<file path="src/rtl/caf_pkg.sv">
// Package for the contrast autofocus hill-climb block: field widths, reset values,
// configuration register indexes and the divide-by-twenty helper.
// No dependencies.
`default_nettype none

package caf_pkg;

    // Field widths fixed by the interface
    localparam int POS_W     = 10;
    localparam int STEP_W    = 8;
    localparam int CFG_W     = 10;
    localparam int CFG_IDX_W = 2;
    localparam int IN_W      = 32;

    // Defaults for the top-level parameters
    localparam int DEFAULT_MAX_POSITION  = 1023;
    localparam int DEFAULT_CONTRAST_BITS = 32;

    // Configuration register indexes
    localparam logic [CFG_IDX_W-1:0] REG_LOW_STEP    = 2'd0;
    localparam logic [CFG_IDX_W-1:0] REG_HIGH_STEP   = 2'd1;
    localparam logic [CFG_IDX_W-1:0] REG_COARSE_STEP = 2'd2;
    localparam logic [CFG_IDX_W-1:0] REG_FINE_STEP   = 2'd3;

    // Register reset values
    localparam logic [POS_W-1:0]  LOW_STEP_RST    = 10'd0;
    localparam logic [POS_W-1:0]  HIGH_STEP_RST   = 10'd1023;
    localparam logic [STEP_W-1:0] COARSE_STEP_RST = 8'd30;
    localparam logic [STEP_W-1:0] FINE_STEP_RST   = 8'd1;

    // Reciprocal of twenty scaled by 2^16; the quotient is exact below 16384.
    localparam logic [11:0] DIV20_MUL = 12'd3277;

    // Floor of x / 20 for an 11-bit value, by reciprocal multiplication.
    function automatic logic [6:0] div20(input logic [10:0] x);
        logic [22:0] prod;
        prod = 23'(x) * 23'(DIV20_MUL);
        return prod[22:16];
    endfunction

endpackage

`default_nettype wire

</file>
<file path="src/rtl/contrast_autofocus_hill_climb.sv">
// Contrast-detect autofocus by coarse then fine hill climbing, one frame per item.
// An accepted item is held in the input register, then its result is registered in the
// state/result registers and offered at the output. Throughput: one item per cycle while
// the output is not stalled.
// Reset (rst_n low, asynchronous) loads the register defaults, clears the scan state
// and sets the scan limit to the top position.
`default_nettype none

module contrast_autofocus_hill_climb
    import caf_pkg::*;
#(
    parameter int MAX_POSITION  = DEFAULT_MAX_POSITION,
    parameter int CONTRAST_BITS = DEFAULT_CONTRAST_BITS
)
(
    input  wire logic                 clk,
    input  wire logic                 rst_n,
    // Configuration write port
    input  wire logic                 cfg_write,
    input  wire logic [CFG_IDX_W-1:0] cfg_index,
    input  wire logic [CFG_W-1:0]     cfg_data,
    // Input channel
    input  wire logic                 in_valid,
    output logic                      in_stall,
    input  wire logic [IN_W-1:0]      frame_contrast,
    // Output channel
    output logic                      out_valid,
    input  wire logic                 out_stall,
    output logic [POS_W-1:0]          lens_position,
    output logic                      in_focus
);

    localparam int CW      = CONTRAST_BITS;
    localparam int CAP_INT = (MAX_POSITION > 1023) ? 1023 : MAX_POSITION;
    localparam logic [POS_W-1:0] POS_CAP = POS_W'(CAP_INT);

    // Configuration registers
    logic [POS_W-1:0]  low_step_reg, low_step_next;
    logic [POS_W-1:0]  high_step_reg, high_step_next;
    logic [STEP_W-1:0] coarse_step_reg, coarse_step_next;
    logic [STEP_W-1:0] fine_step_reg, fine_step_next;

    // Input register
    logic              in_vld_reg, in_vld_next;
    logic [IN_W-1:0]   contrast_reg;

    // Scan state; lens_pos_reg and focused_reg double as the result register
    logic [POS_W-1:0]  focus_pos_reg, focus_pos_next;
    logic [POS_W-1:0]  best_pos_reg, best_pos_next;
    logic [POS_W-1:0]  scan_limit_reg, scan_limit_next;
    logic [POS_W-1:0]  lens_pos_reg, lens_pos_next;
    logic [POS_W-1:0]  fine_start_reg, fine_start_next;
    logic [CW-1:0]     peak_reg, peak_next;
    logic              coarse_done_reg, coarse_done_next;
    logic              focused_reg, focused_next;
    logic              out_vld_reg, out_vld_next;

    // Datapath signals
    logic              advance;
    logic              in_load;
    logic [CW-1:0]     c;
    logic [CW+3:0]     ten_c;
    logic [CW+3:0]     nine_p;
    logic              ge;
    logic [POS_W:0]    coarse_sum;
    logic              coarse_over;
    logic              coarse_active;
    logic              coarse_end;
    logic [POS_W:0]    fine_top;
    logic [POS_W-1:0]  high_cap;
    logic [POS_W-1:0]  low_cap;
    logic [POS_W-1:0]  top_lim;
    logic [POS_W-1:0]  f_focus;
    logic [POS_W-1:0]  f_limit;
    logic [POS_W:0]    fine_sum;
    logic              fine_over;
    logic              fine_ok;
    logic [CW-1:0]     diff;
    logic              out_of_focus;
    logic [POS_W-1:0]  cfg_low;
    logic [POS_W-1:0]  cfg_high;

    // Handshake: the state advances when an item is held and the result register is free or being taken.
    assign advance   = in_vld_reg && (!out_vld_reg || !out_stall);
    assign in_stall  = in_vld_reg && !advance;
    assign in_load   = in_valid && !in_stall;
    assign out_valid = out_vld_reg;

    assign lens_position = lens_pos_reg;
    assign in_focus      = focused_reg;

    always_comb
    begin
        in_vld_next  = in_load ? 1'b1 : (advance ? 1'b0 : in_vld_reg);
        out_vld_next = advance || (out_vld_reg && out_stall);
    end

    // Contrast comparison against nine tenths of the peak, and focus-loss test.
    assign c      = CW'(contrast_reg);
    assign ten_c  = (CW+4)'({c, 3'b000}) + (CW+4)'({c, 1'b0});
    assign nine_p = (CW+4)'({peak_reg, 3'b000}) + (CW+4)'(peak_reg);
    assign ge     = ten_c >= nine_p;

    assign diff         = (c >= peak_reg) ? (c - peak_reg) : (peak_reg - c);
    assign out_of_focus = {diff, 1'b0} > {1'b0, peak_reg};

    // Position limits clamped to the actuator range
    assign high_cap = (high_step_reg > POS_CAP) ? POS_CAP : high_step_reg;
    assign low_cap  = (low_step_reg > POS_CAP) ? POS_CAP : low_step_reg;

    // Coarse step test
    assign coarse_active = !focused_reg && !coarse_done_reg;
    assign coarse_sum    = {1'b0, focus_pos_reg} + (POS_W+1)'(coarse_step_reg);
    assign coarse_over   = coarse_sum > {1'b0, scan_limit_reg};
    assign coarse_end    = coarse_active && (coarse_over || !ge);

    // Fine window: the start is kept precomputed from the best position.
    assign fine_top = {1'b0, fine_start_reg}
                    + (POS_W+1)'(div20({1'b0, fine_start_reg}));
    assign top_lim  = (fine_top > {1'b0, high_cap}) ? high_cap : fine_top[POS_W-1:0];

    // Fine step test, either continuing a fine scan or starting one this frame
    assign f_focus   = coarse_end ? fine_start_reg : focus_pos_reg;
    assign f_limit   = coarse_end ? top_lim : scan_limit_reg;
    assign fine_sum  = {1'b0, f_focus} + (POS_W+1)'(fine_step_reg);
    assign fine_over = fine_sum > {1'b0, f_limit};
    assign fine_ok   = !fine_over && (coarse_end || ge);

    // Next scan state and configuration
    always_comb
    begin
        low_step_next    = low_step_reg;
        high_step_next   = high_step_reg;
        coarse_step_next = coarse_step_reg;
        fine_step_next   = fine_step_reg;
        focus_pos_next   = focus_pos_reg;
        best_pos_next    = best_pos_reg;
        scan_limit_next  = scan_limit_reg;
        lens_pos_next    = lens_pos_reg;
        peak_next        = peak_reg;
        coarse_done_next = coarse_done_reg;
        focused_next     = focused_reg;
        cfg_low          = cfg_data[POS_W-1:0];
        cfg_high         = cfg_data[POS_W-1:0];

        if (advance)
        begin
            if (!focused_reg)
            begin
                if (coarse_active && !coarse_end)
                begin
                    // Coarse step kept
                    best_pos_next  = focus_pos_reg;
                    focus_pos_next = coarse_sum[POS_W-1:0];
                    lens_pos_next  = coarse_sum[POS_W-1:0];
                    peak_next      = c;
                end
                else
                begin
                    // Fine scan, entered from the coarse scan this frame or already running
                    coarse_done_next = 1'b1;
                    scan_limit_next  = f_limit;
                    if (fine_ok)
                    begin
                        best_pos_next  = f_focus;
                        focus_pos_next = fine_sum[POS_W-1:0];
                        lens_pos_next  = fine_sum[POS_W-1:0];
                        peak_next      = c;
                    end
                    else
                    begin
                        focus_pos_next = f_focus;
                        lens_pos_next  = best_pos_reg;
                        peak_next      = coarse_end ? '0 : peak_reg;
                        focused_next   = 1'b1;
                    end
                end
            end
            else if (out_of_focus)
            begin
                // Focus lost: restart the whole scan from the low end
                lens_pos_next    = low_cap;
                focus_pos_next   = low_cap;
                scan_limit_next  = high_cap;
                focused_next     = 1'b0;
                coarse_done_next = 1'b0;
                peak_next        = '0;
            end
        end

        if (cfg_write)
        begin
            case (cfg_index)
                REG_LOW_STEP:
                begin
                    low_step_next   = cfg_low;
                    focus_pos_next  = (cfg_low > POS_CAP) ? POS_CAP : cfg_low;
                    scan_limit_next = high_cap;
                end
                REG_HIGH_STEP:
                begin
                    high_step_next  = cfg_high;
                    focus_pos_next  = low_cap;
                    scan_limit_next = (cfg_high > POS_CAP) ? POS_CAP : cfg_high;
                end
                REG_COARSE_STEP:
                begin
                    coarse_step_next = cfg_data[STEP_W-1:0];
                end
                REG_FINE_STEP:
                begin
                    fine_step_next = cfg_data[STEP_W-1:0];
                end
                default:
                begin
                    low_step_next = low_step_reg;
                end
            endcase
        end

        // Fine scan start is 95% of the best position: best - ceil(best / 20).
        fine_start_next = best_pos_next
                        - POS_W'(div20({1'b0, best_pos_next} + (POS_W+1)'(19)));
    end

    // Control and state registers
    always_ff @(posedge clk or negedge rst_n)
    begin
        if (!rst_n)
        begin
            low_step_reg    <= LOW_STEP_RST;
            high_step_reg   <= HIGH_STEP_RST;
            coarse_step_reg <= COARSE_STEP_RST;
            fine_step_reg   <= FINE_STEP_RST;
            in_vld_reg      <= 1'b0;
            out_vld_reg     <= 1'b0;
            focus_pos_reg   <= '0;
            best_pos_reg    <= '0;
            scan_limit_reg  <= POS_CAP;
            lens_pos_reg    <= '0;
            fine_start_reg  <= '0;
            peak_reg        <= '0;
            coarse_done_reg <= 1'b0;
            focused_reg     <= 1'b0;
        end
        else
        begin
            low_step_reg    <= low_step_next;
            high_step_reg   <= high_step_next;
            coarse_step_reg <= coarse_step_next;
            fine_step_reg   <= fine_step_next;
            in_vld_reg      <= in_vld_next;
            out_vld_reg     <= out_vld_next;
            focus_pos_reg   <= focus_pos_next;
            best_pos_reg    <= best_pos_next;
            scan_limit_reg  <= scan_limit_next;
            lens_pos_reg    <= lens_pos_next;
            fine_start_reg  <= fine_start_next;
            peak_reg        <= peak_next;
            coarse_done_reg <= coarse_done_next;
            focused_reg     <= focused_next;
        end
    end

    // Input item payload
    always_ff @(posedge clk)
    begin
        if (in_load)
        begin
            contrast_reg <= frame_contrast;
        end
    end

`ifndef SYNTH
    // Focus can only be held once the coarse scan has finished.
    a_focus_after_coarse: assert property (@(posedge clk) disable iff (!rst_n)
        focused_reg |-> coarse_done_reg)
        else $error("focus held without a finished coarse scan");

    // Every processed item yields a result on the next cycle.
    a_result_follows: assert property (@(posedge clk) disable iff (!rst_n)
        advance |=> out_vld_reg)
        else $error("processed item produced no result");

    // On reaching focus the lens returns to the best position.
    a_focus_at_best: assert property (@(posedge clk) disable iff (!rst_n)
        (advance && !focused_reg && focused_next) |=> (lens_pos_reg == best_pos_reg))
        else $error("lens not at best position when focus reached");

    // The fine scan start never lies above the best position.
    a_start_below_best: assert property (@(posedge clk) disable iff (!rst_n)
        fine_start_reg <= best_pos_reg)
        else $error("fine scan start above best position");
`endif

endmodule

`default_nettype wire

</file>
<file path="config.mk">
export PLATFORM = sky130hd
export DESIGN_NAME = contrast_autofocus_hill_climb
export DESIGN_NICKNAME = d
export VERILOG_FILES = /design/src/rtl/caf_pkg.sv /design/src/rtl/contrast_autofocus_hill_climb.sv
export SDC_FILE = /design/constraint.sdc
export NUM_CORES = 1
export LEC_CHECK = 0
export ABC_AREA = 1
export BUFFER_PORTS_ARGS = -buffer_cell sky130_fd_sc_hd__clkbuf_2
export CORE_MARGIN = 2
export CORE_UTILIZATION = 50
export DETAILED_ROUTE_END_ITERATION = 10
export PLACE_DENSITY = 0.63
export SLEW_MARGIN = 20
export SYNTH_ARGS = -nofsm -noshare
export SYNTH_HDL_FRONTEND = slang
export SYNTH_SLANG_ARGS = --single-unit
</file>
<file path="constraint.sdc">
create_clock -name clk -period 17.1 [get_ports clk]
set_input_delay 1.71 -clock clk [delete_from_list [all_inputs] [get_ports clk]]
set_output_delay 1.71 -clock clk [all_outputs]
set_load 0.02 [all_outputs]
</file>
==> summary.txt, run 1 <==
Worst setup path
  • Worst R2R Path Depth: 81
  • CP peak stage delay: 0.53 ns
  • Crit path DAT: 16.13 ns
  • Startpoint types: flip-flop
  • Data required, critical path: 17.44 ns
  • Setup Crit Path Kind: reg -> reg
  • Critical path endpoint category: flip-flop
  • Slowest-stage cell, CP: fa_1
  • Worst R2R End: fine_start_reg[8]
  • R2r setup slk: 1.31 ns
  • R2r startpoint: fine_start_reg[8]
  • Crit path top cell by count: inv_1
  • Crit Path Max Fanout: 17

Detailed routing
  • Met3 wire length: 2420 um
  • DR WL/cell: 18.6 um
  • Drt via density: 5.68
  • Drt drc: 0
  • DRT Pass-1 Iters: 5
  • Top routing layer used: met4
  • Antenna-violating nets left: 0
  • Starting DRC count in detailed routing: 1371
  • Met2 Wirelength: 30900 um
  • Met1 WL: 27000 um
  • Via count: 19.0k
  • Final WL: 62300 um

STA
  • Max Fclk: 63.3 MHz
  • Fin. Hold Viols: 0
  • Max-slew violations: 0
  • Worst-Margin Slew: 0.984 ns
  • Post-layout min period: 15.79 ns
  • Fin crit share: 92.3%
  • Max-Slew Margin vs Limit: 34.0%
  • Final Setup Violations: 0
  • Worst Skew: 0.0139 ns
  • Fin Setup TNS: 0 ns

Cells and area
  • Area grow syn2layout: 6.91%
  • Design Area, Final: 22100 um^2
  • Multi-input gate area: 14700 um^2
  • Most common cell after layout, fill and taps aside: nand2_1
  • Final std cells w/o fill: 3352
  • Fillers: 4015
  • Sequential Area: 4050 um^2
  • # nets final: 3295
  • Share of layout cells above drive strength 1: 5.85%
  • Ant diodes: 0
  • Commonest cells after routing, fill and taps aside: nand2_1 (470), inv_1 (452), ha_1 (377), a21oi_1 (303), o21ai_0 (197)

Clock tree
  • Clock-pin slew on the worst setup and hold paths: 0.07 ns
  • Clk buf depth: 2
  • Clock root buffer: clkbuf_16
  • Depth of the CTS H-tree: 4
  • Clk sinks: 154
  • TritonCTS Buffers: 17
  • TritonCTS clock tree: yes
  • Skew-Pair Late Insertion Delay: 0.49 ns

Hold path
  • Hold WC Path Type: reg -> reg
  • Min-Delay Path Depth: 2
  • Worst hold endpoint: out_valid
  • Hold Crit Start: in_vld_reg

Place
  • PortBufs: 61
  • Post-DP Area: 21500 um^2
  • Hpwl dp: 51800 um
  • GPL Wtd Cong: 0.983
  • Post-Place Cells: 3319

Die
  • Starting Density: 50.6%
  • Core ar.: 40800 um^2
  • Die span in x: 207 um
  • Die area: 42900 um^2
  • Site Rows: 74
  • Die Height: 207 um
  • Top-Level Pins: 62

Synthesis
  • Seq cells post-synth: 154
  • Post-synth EDFFs: 32
  • Netlist Area Pre-Place: 20600 um^2
  • Async SR Flop Fraction: 79.2%
  • Seq/Total Area, Yosys: 19.6%
  • Library cells used by synthesis: 62
  • Yosys Warn Count: 0
  • Mapped Nets: 3251
  • Syn_area_per_cell: 7.47 um^2
  • Top_reg_cell synth: dfrtp_1
  • Synth Instances: 2763

Global route
  • Global-route wire length before repair: 99600 um
  • Pin count of the biggest net entering global routing: 66
  • Vias in the first global route: 18.9k
  • Initial antenna violation count: 0
  • GRT Residual Overflow: 0
  • All-Layer GR Usage: 29.1%

Outcome
  • Status: finished clean

Flow run
  • Max-Cap Viols: 0
through the flow:
step           setup slack, ns  utilization (%)  hold WS, ns
2_1_floorplan             2.52                -        0.434
3_3_place_gp              1.40             52.6        0.443
3_5_place_dp             0.967             52.6        0.471
4_1_cts                  0.899             54.0        0.486
5_1_grt                -0.0182             54.1        0.508
6_report                  1.31             54.1        0.477
what timing repair did:
action,4_1_cts,5_1_grt
buffers inserted,0,1
setup endpoints to repair,0,5
resized for setup,0,9
hold buffers,0,0
worst max path at each step:
stage	slack, ns	start	to
detailed placement	0.97	fine_start_reg[8]	fine_start_reg[9]
global route	-0.02	fine_start_reg[8]	fine_start_reg[9]
global placement	1.40	fine_start_reg[8]	fine_start_reg[9]
CTS	0.90	fine_start_reg[8]	fine_start_reg[9]
finish	1.31	fine_start_reg[8]	fine_start_reg[8]
floorplan	2.52	fine_start_reg[8]	fine_start_reg[9]
logic make-up (layout without fill, tap and decap cells):
| group | Yosys count | count (layout) | synth area share, % |
|---|---|---|---|
| AO/OA/AOI/OAI | 708 | 708 | 19.3 |
| XOR/XNOR | 141 | 141 | 5.98 |
| adder cells (fa/ha/maj) | 439 | 439 | 28.9 |
| buffers and inverters | 507 | 564 | 9.50 |
| flip-flops | 154 | 154 | 19.6 |
| multiplexers | 6 | 6 | 0.291 |
| AND/OR/NAND/NOR | 808 | 808 | 16.5 |
synthesized netlist by cell type, drive strengths merged, types with 2 or more instances:
cell type | count | area share, %
and2 | 2 | 0.061
nand2 | 478 | 8.8
clkinv | 3 | 0.055
a211oi | 2 | 0.073
nor3 | 19 | 0.54
o21a | 15 | 0.55
o211ai | 34 | 1.2
a21boi | 14 | 0.51
ha | 377 | 23
mux2i | 6 | 0.29
o2111ai | 2 | 0.085
a31oi | 20 | 0.68
edfxtp | 32 | 4.7
o31ai | 6 | 0.22
dfrtp | 97 | 12
o22ai | 6 | 0.18
nor4 | 9 | 0.27
or2 | 2 | 0.061
a31o | 2 | 0.085
a21oi | 307 | 7.5
nand4 | 27 | 0.82
nand3b | 3 | 0.11
nand3 | 122 | 3.1
dfstp | 25 | 3.2
nor2 | 145 | 2.7
a21o | 11 | 0.40
a221oi | 6 | 0.25
clkbuf | 28 | 0.51
a2111oi | 2 | 0.085
fa | 62 | 6.0
xnor2 | 50 | 2.1
a41oi | 2 | 0.085
xor2 | 91 | 3.9
buf | 19 | 0.62
a211o | 3 | 0.13
o221ai | 19 | 0.81
inv | 457 | 8.3
o21ai | 244 | 6.0
o21bai | 8 | 0.29
a22o | 2 | 0.085
worst max-delay path: cells and delay by family (launching register included):
family,cells,cell delay (ns)
simple gates,24,2.70
xor+xnor,4,0.73
flops,1,0.45
compound gates,23,3.75
fa+ha+maj,18,7.17
buf+inv,12,0.80
final cells by class:
cell class / count / share of cell area, %
tap: 532 / 3.02
clock inverter: 11 / 0.448
clock buffer: 21 / 2.14
multi-input combinational: 2102 / 66.5
timing repair buffer: 72 / 1.77
sequential: 154 / 18.3
inverter: 460 / 7.83
metal layers:
| layer | global-route usage [%] | vias to the layer above |
|---|---|---|
| met1 | 36.1 | 9056 |
| li1 | - | 9435 |
| met4 | 11.0 | 0 |
| met2 | 51.8 | 439 |
| met3 | 3.40 | 102 |
| met5 | 0 | - |
Power of run 1 is left out: the tool's default activity adds up to more than one toggle a clock period on the data nets, which glitch-free logic cannot reach.
==> run 2: changes to the inputs <==
--- a/config.mk
+++ b/config.mk
@@ -8,9 +8,9 @@
 export ABC_AREA = 1
 export BUFFER_PORTS_ARGS = -buffer_cell sky130_fd_sc_hd__clkbuf_2
 export CORE_MARGIN = 2
-export CORE_UTILIZATION = 50
+export CORE_UTILIZATION = 33
 export DETAILED_ROUTE_END_ITERATION = 10
-export PLACE_DENSITY = 0.63
+export PLACE_DENSITY = 0.45
 export SLEW_MARGIN = 20
 export SYNTH_ARGS = -nofsm -noshare
 export SYNTH_HDL_FRONTEND = slang
==> run 2 against run 1 <==
  * Hold slack worse by 0.00063 ns
  * Sequential share of layout area down 0.37 points
  * Wire length up 8.4%
  * Global-route usage down 7.9 points
  * Critical endpoint is now fine_start_reg[9]
==> summary.txt, run 2 (same netlist as run 1, synthesis figures left out) <==
Outcome
  • Status: finished clean

STA
  • Fin crit share: 92.7%
  • Max-Slew Margin vs Limit: 26.4%
  • Worst Skew: 0.0254 ns
  • Worst-Margin Slew: 1.10 ns
  • Fin. Hold Viols: 0
  • Max Fclk: 63.1 MHz
  • Post-layout min period: 15.86 ns
  • Fin Setup TNS: 0 ns
  • Final Setup Violations: 0
  • RSZ-0062 raised after global routing: no
  • Max-slew violations: 0

Clock tree
  • Post-CTS Hold Fix Bufs: 0
  • TritonCTS Buffers: 17
  • Skew-Pair Late Insertion Delay: 0.49 ns
  • Clock-pin slew on the worst setup and hold paths: 0.08 ns
  • TritonCTS clock tree: yes
  • Clock root buffer: clkbuf_16
  • Clk sinks: 154
  • Clk buf depth: 2
  • Depth of the CTS H-tree: 4

Flow run
  • Max-Cap Viols: 0

Worst setup path
  • Crit path DAT: 16.22 ns
  • Worst R2R Path Depth: 86
  • Slowest-stage cell, CP: fa_1
  • Worst R2R End: fine_start_reg[9]
  • WP buf/inv: 13
  • Setup Crit Path Kind: reg -> reg
  • R2r setup slk: 1.24 ns
  • R2r startpoint: fine_start_reg[8]
  • CP top delay family: adder cells
  • Data required, critical path: 17.46 ns
  • Crit path top cell by count: nand2_1
  • Startpoint types: flip-flop
  • Critical path endpoint category: flip-flop
  • CP peak stage delay: 0.59 ns
  • Crit Path Max Fanout: 17

Detailed routing
  • Drt drc: 0
  • Via count: 18.7k
  • Final WL: 67500 um
  • DR WL/cell: 18.4 um
  • DRT Pass-1 Iters: 7
  • Antenna-violating nets left: 0
  • Drt via density: 5.11
  • Starting DRC count in detailed routing: 987

Global route
  • All-Layer GR Usage: 21.2%
  • Vias in the first global route: 19.1k
  • Initial antenna violation count: 2
  • Pin count of the biggest net entering global routing: 66
  • GRT Residual Overflow: 0
  • Global-route wire length before repair: 106000 um

Hold path
  • Min-Delay Path Depth: 2
  • Worst hold endpoint: out_valid
  • Hold Crit Start: in_vld_reg
  • Hold WC Path Type: reg -> reg

Cells and area
  • Share of layout cells above drive strength 1: 6.05%
  • Area grow syn2layout: 9.13%
  • # nets final: 3301
  • Fillers: 6587
  • Commonest cells after routing, fill and taps aside: nand2_1 (470), inv_1 (452), ha_1 (377), a21oi_1 (304), o21ai_0 (196)
  • Most common cell after layout, fill and taps aside: nand2_1

Place
  • Hpwl dp: 56300 um
  • GPL Wtd Cong: 0.944
  • PortBufs: 61

Die
  • Die Height: 254 um
  • Site Rows: 91
  • Die span in x: 254 um
  • Top-Level Pins: 62
  • Die area: 64600 um^2
  • Core ar.: 61800 um^2
  • Starting Density: 33.4%
[run 2: cell types whose count changed in the layout (fill, tap and decap cells not counted), moves of 2 or more]
cell	before	now
buf_4	12	17
clkinv_8	0	6
nor2_1	138	140
clkbuf_1	2	0
nor2_2	6	4
clkinv_4	3	1
inv_8	2	4
[run 2: per-layer routing]
metal	share of wire (%)	GRT usage, %	vias up
met3	2.8	2.33	81
met2	50	38.4	311
li1	-	-	9437
met5	0.016	0	-
met4	2.2	6.02	2
met1	45	26.6	8901
[run 2: worst min-delay path, cell delays in order (launching register included)]
cell,delay (ns)
dfrtp_1,0.33
inv_1,0.06
nand2_1,0.06
[run 2: worst max-delay path by stage]
stage                 startpoint                 to  cells past startpoint
5_1_grt        fine_start_reg[8]  fine_start_reg[9]                     86
4_1_cts        fine_start_reg[8]  fine_start_reg[9]                     83
3_5_place_dp   fine_start_reg[8]  fine_start_reg[9]                     83
2_1_floorplan  fine_start_reg[8]  fine_start_reg[9]                     87
3_3_place_gp   fine_start_reg[8]  fine_start_reg[8]                     82
6_report       fine_start_reg[8]  fine_start_reg[9]                     86
[run 2: timing repair]
| item | CTS | global route |
|---|---|---|
| setup buffers | 0 | 2 |
| setup endpoints to repair | 0 | 6 |
| resized for setup | 0 | 7 |
[run 2: final cells by class]
cell class | instances | area, um^2 | area share, %
multi-input combinational | 2102 | 14700 | 65.0
sequential | 154 | 4050 | 18.0
inverter | 460 | 1730 | 7.67
tap | 837 | 1050 | 4.65
timing repair buffer | 78 | 439 | 1.95
clock buffer | 17 | 425 | 1.89
clock inverter | 15 | 185 | 0.822
antenna | 1 | 2.50 | 0.0111
[run 2: through the flow]
stage / setup slack [ns] / utilization, % / instances / hold WS, ns / area (um^2)
2_1_floorplan: 2.52 / - / 2763 / 0.434 / 20600
4_1_cts: 0.708 / 36.4 / 3661 / 0.486 / 22500
5_1_grt: 0.0336 / 36.4 / 3663 / 0.524 / 22500
3_5_place_dp: 0.795 / 35.4 / 3629 / 0.466 / 21900
3_3_place_gp: 1.18 / 35.4 / 3629 / 0.461 / 21900
6_report: 1.24 / 36.4 / 3664 / 0.476 / 22500
Power of run 2 is left out for the same reason.
==> run 3: changes to the inputs <==
--- a/config.mk
+++ b/config.mk
@@ -7,7 +7,6 @@
 export LEC_CHECK = 0
 export ABC_AREA = 1
 export BUFFER_PORTS_ARGS = -buffer_cell sky130_fd_sc_hd__clkbuf_2
-export CORE_MARGIN = 2
 export CORE_UTILIZATION = 33
 export DETAILED_ROUTE_END_ITERATION = 10
 export PLACE_DENSITY = 0.45
==> run 3 against run 2 <==
  * Fmax about the same
  * Hold slack lost 0.0066 ns
  * Flip-flop and latch count unchanged
  * Highest routed layer unchanged
==> summary.txt, run 3 (same netlist as run 1, synthesis figures left out) <==
Global route
  • GRT Residual Overflow: 0
  • Pin count of the biggest net entering global routing: 70
  • All-Layer GR Usage: 21.5%
  • Global-route wire length before repair: 106000 um
  • Initial antenna violation count: 4
  • Vias in the first global route: 19.2k

STA
  • Fin. Hold Viols: 0
  • Post-layout min period: 15.85 ns
  • Worst-Margin Slew: 1.10 ns
  • Max-Slew Margin vs Limit: 26.2%
  • Final Setup Violations: 0
  • Setup WS post-layout: 1.25 ns
  • Fin Setup TNS: 0 ns
  • RSZ-0062 raised after global routing: no
  • Worst Skew: 0.0230 ns
  • Max-slew violations: 0
  • Fin crit share: 92.7%
  • Max Fclk: 63.1 MHz

Clock tree
  • Clock-pin slew on the worst setup and hold paths: 0.08 ns
  • Clk sinks: 154
  • Clock root buffer: clkbuf_16
  • Depth of the CTS H-tree: 4
  • TritonCTS clock tree: yes
  • Clk buf depth: 2
  • TritonCTS Buffers: 17
  • Skew-Pair Late Insertion Delay: 0.48 ns

Place
  • PortBufs: 61
  • Post-Place Cells: 3629
  • GPL Wtd Cong: 0.913
  • DP Worst Slack: 0.792 ns
  • Hpwl dp: 56100 um
  • Post-DP Area: 21900 um^2

Detailed routing
  • Drt via density: 5.10
  • DRT Pass-1 Iters: 6
  • Antenna-violating nets left: 0
  • DR WL/cell: 18.3 um
  • Starting DRC count in detailed routing: 1111
  • Final WL: 67000 um
  • Drt drc: 0
  • Via count: 18.7k

Worst setup path
  • R2r startpoint: fine_start_reg[8]
  • CP startpoint: fine_start_reg[8]
  • Crit Path Max Fanout: 17
  • Startpoint types: flip-flop
  • Setup Crit Path Kind: reg -> reg
  • Crit path top cell by count: inv_1
  • Critical path endpoint category: flip-flop
  • Data required, critical path: 17.43 ns
  • CP peak stage delay: 0.61 ns
  • Worst R2R Path Depth: 82
  • Slowest-stage cell, CP: a22oi_1
  • Crit path DAT: 16.18 ns

Cells and area
  • Commonest cells after routing, fill and taps aside: nand2_1 (470), inv_1 (452), ha_1 (377), a21oi_1 (304), o21ai_0 (197)
  • Area grow syn2layout: 9.36%
  • # nets final: 3301
  • Most common cell after layout, fill and taps aside: nand2_1
  • Share of layout cells above drive strength 1: 6.19%
  • Final std cells w/o fill: 3663
  • Fillers: 6648
  • Ant diodes: 0
  • Design Area, Final: 22600 um^2

Hold path
  • Hold WC Path Type: reg -> reg
  • Min-Delay Path Depth: 2
  • Hold Crit Start: in_vld_reg

Die
  • Core ar.: 61700 um^2
  • Die area: 63600 um^2
  • Die span in x: 252 um
  • Top-Level Pins: 62
  • Starting Density: 33.5%
  • Site Rows: 91
  • Die Height: 252 um

Flow run
  • Max-Cap Viols: 0

Outcome
  • Status: finished clean
[run 3: changes by cell type in the layout (fill, tap and decap cells not counted), moves of 2 or more]
cell,previous run,this run
inv_12,0,5
clkinv_8,6,4
nor2_1,140,138
nor2_2,4,6
[run 3: path summary, 6_finish.rpt]
| path | endpoint | slack (ns) |
|---|---|---|
| setup reg to reg | fine_start_reg[8] | 1.25 |
| setup / recovery | fine_start_reg[8] | 1.25 |
| min in group asynchronous | low_step_reg[4] | 1.23 |
| max in group asynchronous | peak_reg[6] | 14.58 |
| hold / removal | out_valid | 0.47 |
| hold reg to reg | out_valid | 0.47 |
[run 3: cell type report]
type / instances / area [um^2] / share of cell area, %
multi-input cells: 2102 / 14700 / 65.0
inverters: 460 / 1730 / 7.67
clock inverters: 15 / 209 / 0.925
well taps: 837 / 1050 / 4.64
clock buffers: 17 / 425 / 1.88
flip-flops and latches: 154 / 4050 / 17.9
repair buffers: 78 / 439 / 1.94
[run 3: through the flow]
stage / hold slack, ns / utilization (%)
after CTS: 0.481 / 36.5
after detailed placement: 0.460 / 35.5
after global routing: 0.503 / 36.6
after global placement: 0.464 / 35.5
after floorplan: 0.434 / -
final: 0.470 / 36.6
[run 3: critical path, delay by kind of cell (launching register included)]
kind | cells | cell delay, ns
XOR/XNOR | 4 | 0.77
flip-flops | 1 | 0.46
AO/OA/AOI/OAI | 25 | 4.30
adder cells (fa/ha/maj) | 17 | 6.89
buffers and inverters | 14 | 1.18
AND/OR/NAND/NOR | 22 | 2.09
[run 3: timing repair]
item	CTS	global route
hold buffers	0	0
buffers inserted	0	2
endpoints found under the setup margin	0	5
gates resized for setup	0	12
[run 3: layer usage]
layer / vias up / share of wire, % / global-route usage (%) / routed length [um]
li1: 9421 / - / - / -
met1: 8907 / 45 / 26.7 / 30100
met2: 268 / 50 / 38.8 / 33800
met3: 76 / 2.7 / 2.66 / 1790
met4: 6 / 2.0 / 5.78 / 1370
met5: - / 0.055 / 0 / 37
Power of run 3 is left out for the same reason.
